`src/rtl/pdfse_pkg.sv`:
```
// Shared types and constants for the PDF literal string escape decoder.
`default_nettype none

package pdfse_pkg;

    // One raw byte of the string body.
    typedef struct packed {
        logic [7:0] in_byte;
        logic       in_last;
    } in_item_t;

    // One decoded result.
    typedef struct packed {
        logic [7:0] out_byte;
        logic       has_byte;
        logic       end_of_string;
        logic       likely_utf;
    } out_item_t;

    // Up to two results produced by one raw byte, in order.
    typedef struct packed {
        logic [1:0] count;
        out_item_t  first;
        out_item_t  second;
    } dec_res_t;

    // Escape tracking state, one-hot.
    typedef enum logic [3:0] {
        PH_PLAIN = 4'b0001,
        PH_ESC   = 4'b0010,
        PH_DIG1  = 4'b0100,
        PH_DIG2  = 4'b1000
    } phase_t;

    // Result queue geometry.
    localparam int QDEPTH = 4;
    localparam int QPTR_W = 2;
    localparam int QCNT_W = 3;

    // Character codes.
    localparam logic [7:0] CH_LF      = 8'h0a;
    localparam logic [7:0] CH_CR      = 8'h0d;
    localparam logic [7:0] CH_TAB     = 8'h09;
    localparam logic [7:0] CH_BS      = 8'h08;
    localparam logic [7:0] CH_FF      = 8'h0c;
    localparam logic [7:0] CH_LPAREN  = 8'h28;
    localparam logic [7:0] CH_RPAREN  = 8'h29;
    localparam logic [7:0] CH_BSLASH  = 8'h5c;
    localparam logic [7:0] CH_DEL     = 8'h7f;
    localparam logic [7:0] CH_ZERO    = 8'h30;
    localparam logic [7:0] CH_SEVEN   = 8'h37;
    localparam logic [7:0] CH_NINE    = 8'h39;
    localparam logic [7:0] CH_LOWER_N = 8'h6e;
    localparam logic [7:0] CH_LOWER_R = 8'h72;
    localparam logic [7:0] CH_LOWER_T = 8'h74;
    localparam logic [7:0] CH_LOWER_B = 8'h62;
    localparam logic [7:0] CH_LOWER_F = 8'h66;

endpackage

`default_nettype wire

```
`src/rtl/pdfse_decode.sv`:
```
// Escape state machine: decodes one raw byte into up to two results.
`default_nettype none

module pdfse_decode (
    input  wire logic                clk,
    input  wire logic                rst_n,
    input  wire logic                fire,
    input  wire pdfse_pkg::in_item_t item,
    output pdfse_pkg::dec_res_t      res
);
    import pdfse_pkg::*;

    phase_t     phase_reg, phase_next;
    logic [7:0] first_digit_reg, first_digit_next;
    logic [7:0] second_digit_reg, second_digit_next;
    logic       saw_reg, saw_next;

    logic [7:0] b;
    logic       last;
    logic       is_dec, b_oct, fd_oct, sd_oct;
    logic       plain_emit;
    phase_t     plain_phase;
    logic       have0, have1;
    logic [7:0] val0, val1;
    logic       hi0, hi1;

    // Next state and result slots for the byte in the input register.
    always_comb
    begin
        b                 = item.in_byte;
        last              = item.in_last;
        is_dec            = b inside {[CH_ZERO:CH_NINE]};
        b_oct             = b inside {[CH_ZERO:CH_SEVEN]};
        fd_oct            = first_digit_reg inside {[CH_ZERO:CH_SEVEN]};
        sd_oct            = second_digit_reg inside {[CH_ZERO:CH_SEVEN]};
        plain_emit        = !((b == CH_BSLASH) && !last);
        plain_phase       = plain_emit ? PH_PLAIN : PH_ESC;
        phase_next        = phase_reg;
        first_digit_next  = first_digit_reg;
        second_digit_next = second_digit_reg;
        have0             = 1'b0;
        have1             = 1'b0;
        val0              = b;
        val1              = b;

        case (phase_reg)
            PH_PLAIN:
            begin
                have0      = plain_emit;
                phase_next = plain_phase;
            end
            PH_ESC:
            begin
                if (is_dec && !last)
                begin
                    first_digit_next = b;
                    phase_next       = PH_DIG1;
                end
                else
                begin
                    phase_next = PH_PLAIN;
                    case (b)
                        CH_LOWER_N: begin have0 = 1'b1; val0 = CH_LF;  end
                        CH_LOWER_R: begin have0 = 1'b1; val0 = CH_CR;  end
                        CH_LOWER_T: begin have0 = 1'b1; val0 = CH_TAB; end
                        CH_LOWER_B: begin have0 = 1'b1; val0 = CH_BS;  end
                        CH_LOWER_F: begin have0 = 1'b1; val0 = CH_FF;  end
                        CH_LPAREN, CH_RPAREN, CH_BSLASH: have0 = 1'b1;
                        default: have0 = 1'b0;
                    endcase
                end
            end
            PH_DIG1:
            begin
                if (is_dec && !last)
                begin
                    second_digit_next = b;
                    phase_next        = PH_DIG2;
                end
                else
                begin
                    // The first digit is dropped; this byte is plain text.
                    have0      = plain_emit;
                    phase_next = plain_phase;
                end
            end
            PH_DIG2:
            begin
                if (is_dec)
                begin
                    phase_next = PH_PLAIN;
                    have0      = fd_oct && sd_oct && b_oct;
                    val0       = {first_digit_reg[1:0], second_digit_reg[2:0], b[2:0]};
                end
                else
                begin
                    // Held second digit goes out, then this byte as plain text.
                    have0      = 1'b1;
                    val0       = second_digit_reg;
                    have1      = plain_emit;
                    phase_next = plain_phase;
                end
            end
            default:
            begin
                phase_next = PH_PLAIN;
            end
        endcase

        hi0      = have0 && ((val0 > CH_DEL) || (val0 == 8'h00));
        hi1      = have1 && ((val1 > CH_DEL) || (val1 == 8'h00));
        saw_next = saw_reg | hi0 | hi1;

        // Assemble the result slots.
        res.first.out_byte       = have0 ? val0 : 8'h00;
        res.first.has_byte       = have0;
        res.first.end_of_string  = 1'b0;
        res.first.likely_utf     = 1'b0;
        res.second.out_byte      = val1;
        res.second.has_byte      = have1;
        res.second.end_of_string = 1'b0;
        res.second.likely_utf    = 1'b0;
        res.count                = have1 ? 2'd2 : (have0 ? 2'd1 : 2'd0);

        // The last byte always closes with a flagged result and clears state.
        if (last)
        begin
            if (have1)
            begin
                res.second.end_of_string = 1'b1;
                res.second.likely_utf    = saw_next;
            end
            else
            begin
                res.first.end_of_string = 1'b1;
                res.first.likely_utf    = saw_next;
                res.count               = 2'd1;
            end
            phase_next        = PH_PLAIN;
            first_digit_next  = 8'h00;
            second_digit_next = 8'h00;
            saw_next          = 1'b0;
        end
    end

    // State registers advance once per decoded byte.
    always_ff @(posedge clk or negedge rst_n)
    begin
        if (!rst_n)
        begin
            phase_reg        <= PH_PLAIN;
            first_digit_reg  <= 8'h00;
            second_digit_reg <= 8'h00;
            saw_reg          <= 1'b0;
        end
        else if (fire)
        begin
            phase_reg        <= phase_next;
            first_digit_reg  <= first_digit_next;
            second_digit_reg <= second_digit_next;
            saw_reg          <= saw_next;
        end
    end

endmodule

`default_nettype wire

```
`src/rtl/pdfse_queue.sv`:
```
// Result queue: takes up to two results per cycle, hands out one per request.
`default_nettype none

module pdfse_queue (
    input  wire logic                clk,
    input  wire logic                rst_n,
    input  wire logic                push,
    input  wire pdfse_pkg::dec_res_t res,
    output logic                     room,
    output logic                     valid,
    input  wire logic                stall,
    output pdfse_pkg::out_item_t     item
);
    import pdfse_pkg::*;

    out_item_t           mem_reg [QDEPTH];
    logic [QPTR_W-1:0]   wr_ptr_reg, rd_ptr_reg;
    logic [QCNT_W-1:0]   count_reg, count_next;
    logic [1:0]          push_cnt;
    logic                pop;

    // Flow control: a push needs space for two results.
    always_comb
    begin
        push_cnt   = push ? res.count : 2'd0;
        pop        = valid && !stall;
        count_next = count_reg + {{(QCNT_W-2){1'b0}}, push_cnt}
                     - {{(QCNT_W-1){1'b0}}, pop};
    end

    assign room  = count_reg <= QCNT_W'(QDEPTH - 2);
    assign valid = count_reg != '0;
    assign item  = mem_reg[rd_ptr_reg];

    // Pointers and fill count.
    always_ff @(posedge clk or negedge rst_n)
    begin
        if (!rst_n)
        begin
            wr_ptr_reg <= '0;
            rd_ptr_reg <= '0;
            count_reg  <= '0;
        end
        else
        begin
            wr_ptr_reg <= wr_ptr_reg + QPTR_W'(push_cnt);
            rd_ptr_reg <= rd_ptr_reg + QPTR_W'(pop);
            count_reg  <= count_next;
        end
    end

    // Result storage.
    always_ff @(posedge clk)
    begin
        if (push_cnt != 2'd0)
        begin
            mem_reg[wr_ptr_reg] <= res.first;
        end
        if (push_cnt == 2'd2)
        begin
            mem_reg[wr_ptr_reg + QPTR_W'(1)] <= res.second;
        end
    end

endmodule

`default_nettype wire

```
`src/rtl/pdf_string_escape_decoder.sv`:
```
// Path: a byte goes through the input register, then the result queue.
// Throughput: one byte per cycle while the queue has room; the results of a
// byte go out one at a time through the four-entry queue's single-result port.
// Reset: rst_n clears the input valid flag, escape state and queue at once;
// byte_stall is low when reset is released, so the block then takes requests.
`default_nettype none

module pdf_string_escape_decoder (
    input  wire logic                 clk,
    input  wire logic                 rst_n,
    input  wire logic                 byte_valid,
    output logic                      byte_stall,
    input  wire pdfse_pkg::in_item_t  byte_item,
    output logic                      dec_valid,
    input  wire logic                 dec_stall,
    output pdfse_pkg::out_item_t      dec_item
);
    import pdfse_pkg::*;

    logic      s1_valid_reg;
    in_item_t  s1_item_reg;
    logic      room;
    logic      fire;
    logic      accept;
    dec_res_t  res;

    // Input register advances when the queue can take its results.
    assign fire       = s1_valid_reg && room;
    assign byte_stall = s1_valid_reg && !room;
    assign accept     = byte_valid && !byte_stall;

    always_ff @(posedge clk or negedge rst_n)
    begin
        if (!rst_n)
        begin
            s1_valid_reg <= 1'b0;
        end
        else if (accept)
        begin
            s1_valid_reg <= 1'b1;
        end
        else if (fire)
        begin
            s1_valid_reg <= 1'b0;
        end
    end

    always_ff @(posedge clk)
    begin
        if (accept)
        begin
            s1_item_reg <= byte_item;
        end
    end

    // Escape decoding.
    pdfse_decode u_decode (
        .clk   (clk),
        .rst_n (rst_n),
        .fire  (fire),
        .item  (s1_item_reg),
        .res   (res)
    );

    // Result queue toward the output port.
    pdfse_queue u_queue (
        .clk   (clk),
        .rst_n (rst_n),
        .push  (fire),
        .res   (res),
        .room  (room),
        .valid (dec_valid),
        .stall (dec_stall),
        .item  (dec_item)
    );

endmodule

`default_nettype wire

```
`config.mk`:
```
export PLATFORM = sky130hd
export DESIGN_NAME = pdf_string_escape_decoder
export DESIGN_NICKNAME = d
export VERILOG_FILES = /design/src/rtl/pdfse_pkg.sv /design/src/rtl/pdfse_decode.sv /design/src/rtl/pdfse_queue.sv /design/src/rtl/pdf_string_escape_decoder.sv
export SDC_FILE = /design/constraint.sdc
export NUM_CORES = 1
export LEC_CHECK = 0
export BUFFER_PORTS_ARGS = -buffer_cell sky130_fd_sc_hd__buf_2
export CORE_ASPECT_RATIO = 1.1
export CORE_MARGIN = 2
export CORE_UTILIZATION = 30
export CTS_CLUSTER_SIZE = 14
export DETAILED_ROUTE_END_ITERATION = 16
export SYNTH_ARGS = -nofsm -noshare
export SYNTH_HDL_FRONTEND = slang
export SYNTH_HIERARCHICAL = 1
export SYNTH_SLANG_ARGS = --single-unit
```
`constraint.sdc`:
```
create_clock -name clk -period 3.9 [get_ports clk]
set_input_delay 0.78 -clock clk [delete_from_list [all_inputs] [get_ports clk]]
set_output_delay 0.78 -clock clk [all_outputs]
set_load 0.005 [all_outputs]
```
==> results of run 1 <==
-- final timing paths --
kind / end / cells after the start / startpoint / slack [ns]
min reg2reg: u_queue/count_reg[2]$_DFF_PN0_ / 1 / u_queue/count_reg[2]$_DFF_PN0_ / 0.49
max in group asynchronous: u_decode/saw_reg$_DFFE_PN0P_ / 1 / rst_n / 3.00
min: u_decode/first_digit_reg[7]$_DFFE_PN0P_ / 1 / rst_n / 0.47
max: u_queue/count_reg[2]$_DFF_PN0_ / 11 / u_decode/phase_reg[0]$_DFFE_PN1P_ / 0.48
max reg2reg: u_queue/count_reg[2]$_DFF_PN0_ / 11 / u_decode/phase_reg[0]$_DFFE_PN1P_ / 0.48
min in group clk: u_queue/count_reg[2]$_DFF_PN0_ / 1 / u_queue/count_reg[2]$_DFF_PN0_ / 0.49
-- logic make-up (layout without fill, tap and decap cells) --
| family | after synthesis | after routing | synth area share (%) |
|---|---|---|---|
| adder cells (fa/ha/maj) | 4 | 4 | 1.24 |
| flip-flops | 81 | 81 | 49.3 |
| AO/OA/AOI/OAI | 69 | 69 | 11.1 |
| XOR/XNOR | 13 | 13 | 2.45 |
| buffers and inverters | 49 | 77 | 5.59 |
| AND/OR/NAND/NOR | 98 | 98 | 12.8 |
| multiplexers | 58 | 58 | 17.5 |
-- critical path, cell delays in order, from the launching register on --
cell	delay, ns
dfstp_2	0.68
xnor2_1	0.13
a2111oi_0	0.68
a221oi_1	0.20
a21oi_1	0.30
and2_1	0.26
xor2_1	0.19
ha_1	0.17
inv_1	0.05
fa_1	0.37
xor2_1	0.16
xnor2_1	0.12
-- cells in the mapped netlist, drive strengths merged, types with 8 or more instances --
cell / number / area (um2)
nor2: 17 / 63.8
mux4: 11 / 248
nand2: 24 / 92.6
dfrtp: 27 / 676
buf: 26 / 173
inv: 16 / 60.1
o21a: 8 / 60.1
nor3: 9 / 45.0
mux2: 46 / 556
edfxtp: 53 / 1590
a21oi: 14 / 70.1
xor2: 9 / 78.8
-- per-stage QoR --
| step | total power [uW] | setup WS, ns | hold WS (ns) |
|---|---|---|---|
| after detailed placement | 2340 | 0.509 | 0.487 |
| after global routing | 3330 | 0.185 | 0.516 |
| after CTS | 3200 | 0.474 | 0.497 |
| after global placement | 2300 | 0.587 | 0.474 |
| final | 3160 | 0.481 | 0.471 |
| after floorplan | 2020 | 0.367 | 0.456 |
-- report_power, final --
| part | total (uW) | switching, uW | internal [uW] |
|---|---|---|---|
| combinational | 995 | 501 | 494 |
| sequential | 1310 | 166 | 1140 |
| clock | 855 | 353 | 502 |
| total | 3160 | 1020 | 2140 |
-- final cells by class --
cell class	instances	area, um2	share of cell area, %
flip-flops and latches	81	2290	43.4
clock buffers	9	225	4.26
inverters	16	60.1	1.14
repair buffers	45	275	5.20
multi-input cells	242	2110	39.9
clock inverters	7	78.8	1.49
well taps	196	245	4.64
-- per-layer routing --
metal  vias to the layer above  part of all wire (%)
met4                         0                   1.6
met3                        19                   4.7
li1                       1455                     -
met1                      1559                    45
met2                        92                    49
met5                         -                     0
-- layout by cell type, fill, tap and decap left out, drive strengths merged, types with 3 or more instances in the layout --
cell type and n:
o2bb2ai 7, nand2b 4, mux4 11, a21oi 14
nor2b 7, nor3b 4, buf 45, or4 3
a31oi 4, clkbuf 9, o22ai 3, a22oi 7
nor4 3, nor2 17, xnor2 4, o21ai 4
xor2 9, nor4b 5, a211oi 4, nor3 9
and2 6, inv 18, mux2 46, o21a 8
dfrtp 27, nand2 24, edfxtp 53, ha 3
==> metrics.md, run 1 <==
| Metric | Value |
|---|---|
| Core Util, Final | between 30% and 40% |
| Max rail drop VDD | 0.194 mV |
| Min-delay worst type | in -> async |
| CTS Buffer Depth | 2 |
| Post-DR vias/cell | 5.24 |
| Core footprint | 0.0151 mm2 |
| Iter 0 DRT Violations | between 200 and 300 |
| Max Freq | 292 MHz |
| Cell Area, Synth | 0.00465 mm2 |
| Synthesis warning total | 6 |
| CTS Root Cell | clkbuf_16 |
| First-pass GRT wire length | 17.0 mm |
| H-tree Lvls | 3 |
| Number of diodes | 0 |
| Worst Path Arrival | 3.64 ns |
| Critical path endpoint category | flip-flop |
| GRT Overall Usage | a little over an eighth |
| Worst skew pair latency | 0.34 ns |
| CTS clk-pin slew, worst paths | roughly 0.060 ns |
| Final min period | ~3.4 ns |
| Most Crowded Layer GR | met2 |
| WL/cell | 17.6 um |
| Post-Route WL | between 10 and 15 mm |
| # DRC | 0 |
| Starting Density | 30.8% |
| Worst setup SP type | flip-flop |
| Nets | 412 |
| PD cells | between 500 and 600 mW/mm2 |
| Area grow syn2layout | 13.7% |
| Max reg flops | 44 |
| CTS Hold Bufs | 0 |
| Fill count | roughly 1500 |
| Total die area | 0.0165 mm2 |
| Post-synthesis register bit count | 81 |
| Initial antenna violation count | 0 |
| IO Port Bufs | 25 |
| Met1 usage | 17.1% |
| Sequential fraction of the synthesis area | 49.3% |
| MaxCap Viol Count | 0 |
| RSZ-0062 raised after global routing | false |
| HPWL after DPL | ~7.5 mm |
| Setup Buffers After CTS | 0 |
| Placed Cells | 580 |
| Layout cells sized above 1 | 33.0% |
| Placed cell area | 0.00498 mm2 |
| Top FF cell, synth | edfxtp_1 |
| M2 GR Usage | 22.1% |
| Setup TNS | 0 ns |
| CTS Buf Count | 9 |
| # resized after CTS | 0 |
| Post-synth EDFFs | 53 |
| Detail Route Antenna Nets | 0 |
| Design area | roughly 0.0053 mm2 |
| Status | complete, no violations |
| Final setup violation count | 0 |
| Clock net sink count | 81 |
| CP max FO | 12 |
| Async set-reset flop share out of synthesis | 34.6% |
| First-pass iteration count of the detailed router | 5 |
| GR Overflow Total | 0 |
| Largest net degree at the start of global routing | 29 |
| Met3 usage | 2.62% |
| Pin slew with the least headroom to its limit | ~0.95 ns |
| DR vias | between 3000 and 4000 |
| Cell count after synthesis | ~370 |
| Hold Vio Cnt, Final | 0 |
| Die width | 123 um |
| Mapped Nets | 389 |
| CTS tree | yes |
| Fin cells | between 500 and 600 |
| Routability cong. | 0.901 |
| Die Ht | 135 um |
| Vias in the first global route | 3234 |
| Crit path required time | 4.12 ns |
| Io pins | 26 |
| WS Path Type | reg -> reg |
| Static leakage power | 0.00190 uW |
| Yosys cell types | a little under 70 |
| Clock skew | 0.00750 ns |
| Fin. max-slew vios | 0 |
| Rows | 47 |
| Worst slew margin | 36.4% |
| Avg Inst Size Synth | between 10 and 15 um2 |
| Period utilisation layout | 87.7% |
(Power assumes the default switching activity.)
==> run 2, diff against run 1 <==
Settings changed: CTS_BUF_LIST set to sky130_fd_sc_hd__clkbuf_4, SKIP_CTS_REPAIR_TIMING set to 1.
==> metrics.md, run 2 (same netlist as run 1, synthesis figures left out) <==
| Metric | Value |
|---|---|
| Status | complete, no violations |
| Power share of the combinational group | a little over a third |
| IO Port Bufs | 25 |
| Total die area | 0.0165 mm2 |
| Reg2Reg Depth | 12 |
| Max reg flops | 44 |
| Period utilisation layout | 88.1% |
| WS Path Type | reg -> reg |
| Starting Density | 30.8% |
| Io pins | 26 |
| Most frequent cells in the layout | 53 x edfxtp_1, 36 x mux2_2, 27 x dfrtp_1, 25 x buf_2, 23 x nand2_1 |
| CTS Buffer Depth | 2 |
| Critical path endpoint category | flip-flop |
| Slowest Stage Delay on Critical Path | 0.66 ns |
| CP max FO | 7 |
| Setup TNS | 0 ns |
| Slack of the worst reg-to-reg path | 0.47 ns |
| GRT Overall Usage | between 10% and 20% |
| RSZ-0062 raised after global routing | false |
| Critical Path, Cell by Cell | o21a_1 > nor2_1 > a2111oi_0 > a221oi_1 > a21oi_1 > and2_1 > xor2_1 > ha_1 > inv_1 > fa_1 > xor2_1 > xnor2_1 |
| HPWL after DPL | about 7.5 mm |
| Pre-CTS setup slack | about 0.51 ns |
| CTS tree | yes |
| Iter 0 DRT Violations | 276 |
| Most used cell along the critical path | xor2_1 |
| Clock net sink count | 81 |
| PD cells | ~550 mW/mm2 |
| MaxCap Viol Count | 0 |
| Post-Route WL | 10.4 mm |
| Largest net degree at the start of global routing | 29 |
| Clock skew | 0.0163 ns |
| WL/cell | 17.4 um |
| Die width | 123 um |
| # DRC | 0 |
| RR Endpoint | u_queue/count_reg[2]$_DFF_PN0_ |
| Vias in the first global route | 3200 |
| Sw Share | 34.7% |
| Worst setup SP type | flip-flop |
| Clock Power Share | 18.3% |
| Fin. max-slew vios | 0 |
| Max rail drop VDD | 0.156 mV |
| Routability cong. | between 0.9 and 1 |
| H-tree Lvls | 3 |
| CTS Root Cell | clkbuf_4 |
| First-pass GRT wire length | 16.9 mm |
| P_sw | 976 uW |
| Worst slew margin | a little over a third |
| CTS Buf Count | 9 |
| Area grow syn2layout | 10.3% |
| Layout cells sized above 1 | 33.0% |
| Seq pwr share | 46.3% |
| Initial antenna violation count | 0 |
| Post-DR vias/cell | 5.14 |
| Reg2reg start | s1_item_reg[4]$_DFFE_PP_ |
| Rows | 47 |
| Core footprint | 0.0151 mm2 |
| Crit path required time | 4.25 ns |
| Worst skew pair latency | about 0.45 ns |
| Static leakage power | 0.00183 uW |
| Min-delay worst type | in -> async |
| Pin slew with the least headroom to its limit | about 0.97 ns |
| GR Overflow Total | 0 |
| Die Ht | 135 um |
| Hold Vio Cnt, Final | 0 |
| Final setup margin | 0.465 ns |
| Worst Path Arrival | 3.78 ns |
| First-pass iteration count of the detailed router | 4 |
| Final setup violation count | 0 |
| Number of diodes | 0 |
| Commonest non-fill, non-tap cell in the layout | edfxtp_1 |
| Slowest CP cell | a2111oi_0 |
| CTS clk-pin slew, worst paths | 0.13 ns |
| Detail Route Antenna Nets | 0 |
| Max Freq | 291 MHz |
| DR vias | 3065 |
| Nets | 412 |
| Internal | 1830 uW |
| Final min period | roughly 3.4 ns |
-- run 2: changes by cell type in the layout (fill, tap and decap cells not counted) --
cell / before / now
clkbuf_16: 9 / 0
clkbuf_4: 0 / 9
-- run 2: how the worst max path moves through the flow --
stage / startpoint / endpoint / slack (ns) / cells past startpoint
CTS: s1_item_reg[4]$_DFFE_PP_ / u_queue/count_reg[2]$_DFF_PN0_ / 0.47 / 12
detailed placement: s1_item_reg[4]$_DFFE_PP_ / u_queue/count_reg[2]$_DFF_PN0_ / 0.51 / 12
global route: s1_item_reg[4]$_DFFE_PP_ / u_queue/count_reg[2]$_DFF_PN0_ / 0.17 / 12
finish: s1_item_reg[4]$_DFFE_PP_ / u_queue/count_reg[2]$_DFF_PN0_ / 0.47 / 12
floorplan: s1_item_reg[7]$_DFFE_PP_ / u_queue/count_reg[2]$_DFF_PN0_ / 0.37 / 15
global placement: s1_item_reg[1]$_DFFE_PP_ / u_queue/mem_reg[1][6]$_DFFE_PP_ / 0.59 / 7
-- run 2: area by class of cell --
class                   instances  area (um2)
multi-input cells             242        2110
repair buffers                 45         275
clock buffers                   9        67.6
fillers                      1495        9980
flip-flops and latches         81        2290
clock inverters                 7        78.8
well taps                     196         245
inverters                      16        60.1
-- run 2: routing by layer --
layer  global-route usage, %  share of wire (%)
met5                       0                  0
met4                    4.15                1.3
met3                    3.29                4.4
met2                    22.0                 50
met1                    17.1                 44
-- run 2: worst max-delay path, delay by kind of cell (launching register included) --
kind	cells	cell delay (ns)
fa+ha+maj	2	0.54
buf+inv	1	0.05
flops	1	0.49
compound gates	4	1.43
xor+xnor	3	0.47
simple gates	2	0.35
-- run 2: metrics by stage --
stage	util (%)	instance area, um2	total power [uW]	instances	hold slack (ns)
finish	34.0	5130	2810	596	0.352
detailed placement	33.0	4980	2340	580	0.487
CTS	34.0	5130	2850	596	0.353
floorplan	-	4650	2020	372	0.456
global route	34.0	5130	2990	596	0.375
global placement	33.0	4980	2300	580	0.474
-- run 2: power groups by stage --
stage / Combinational (uW) / Sequential (uW) / Clock [uW]
finish: 993 / 1300 / 514
detailed placement: 1010 / 1330 / 0
global route: 1100 / 1330 / 567
floorplan: 795 / 1220 / 0
CTS: 1010 / 1310 / 533
global placement: 981 / 1320 / 0
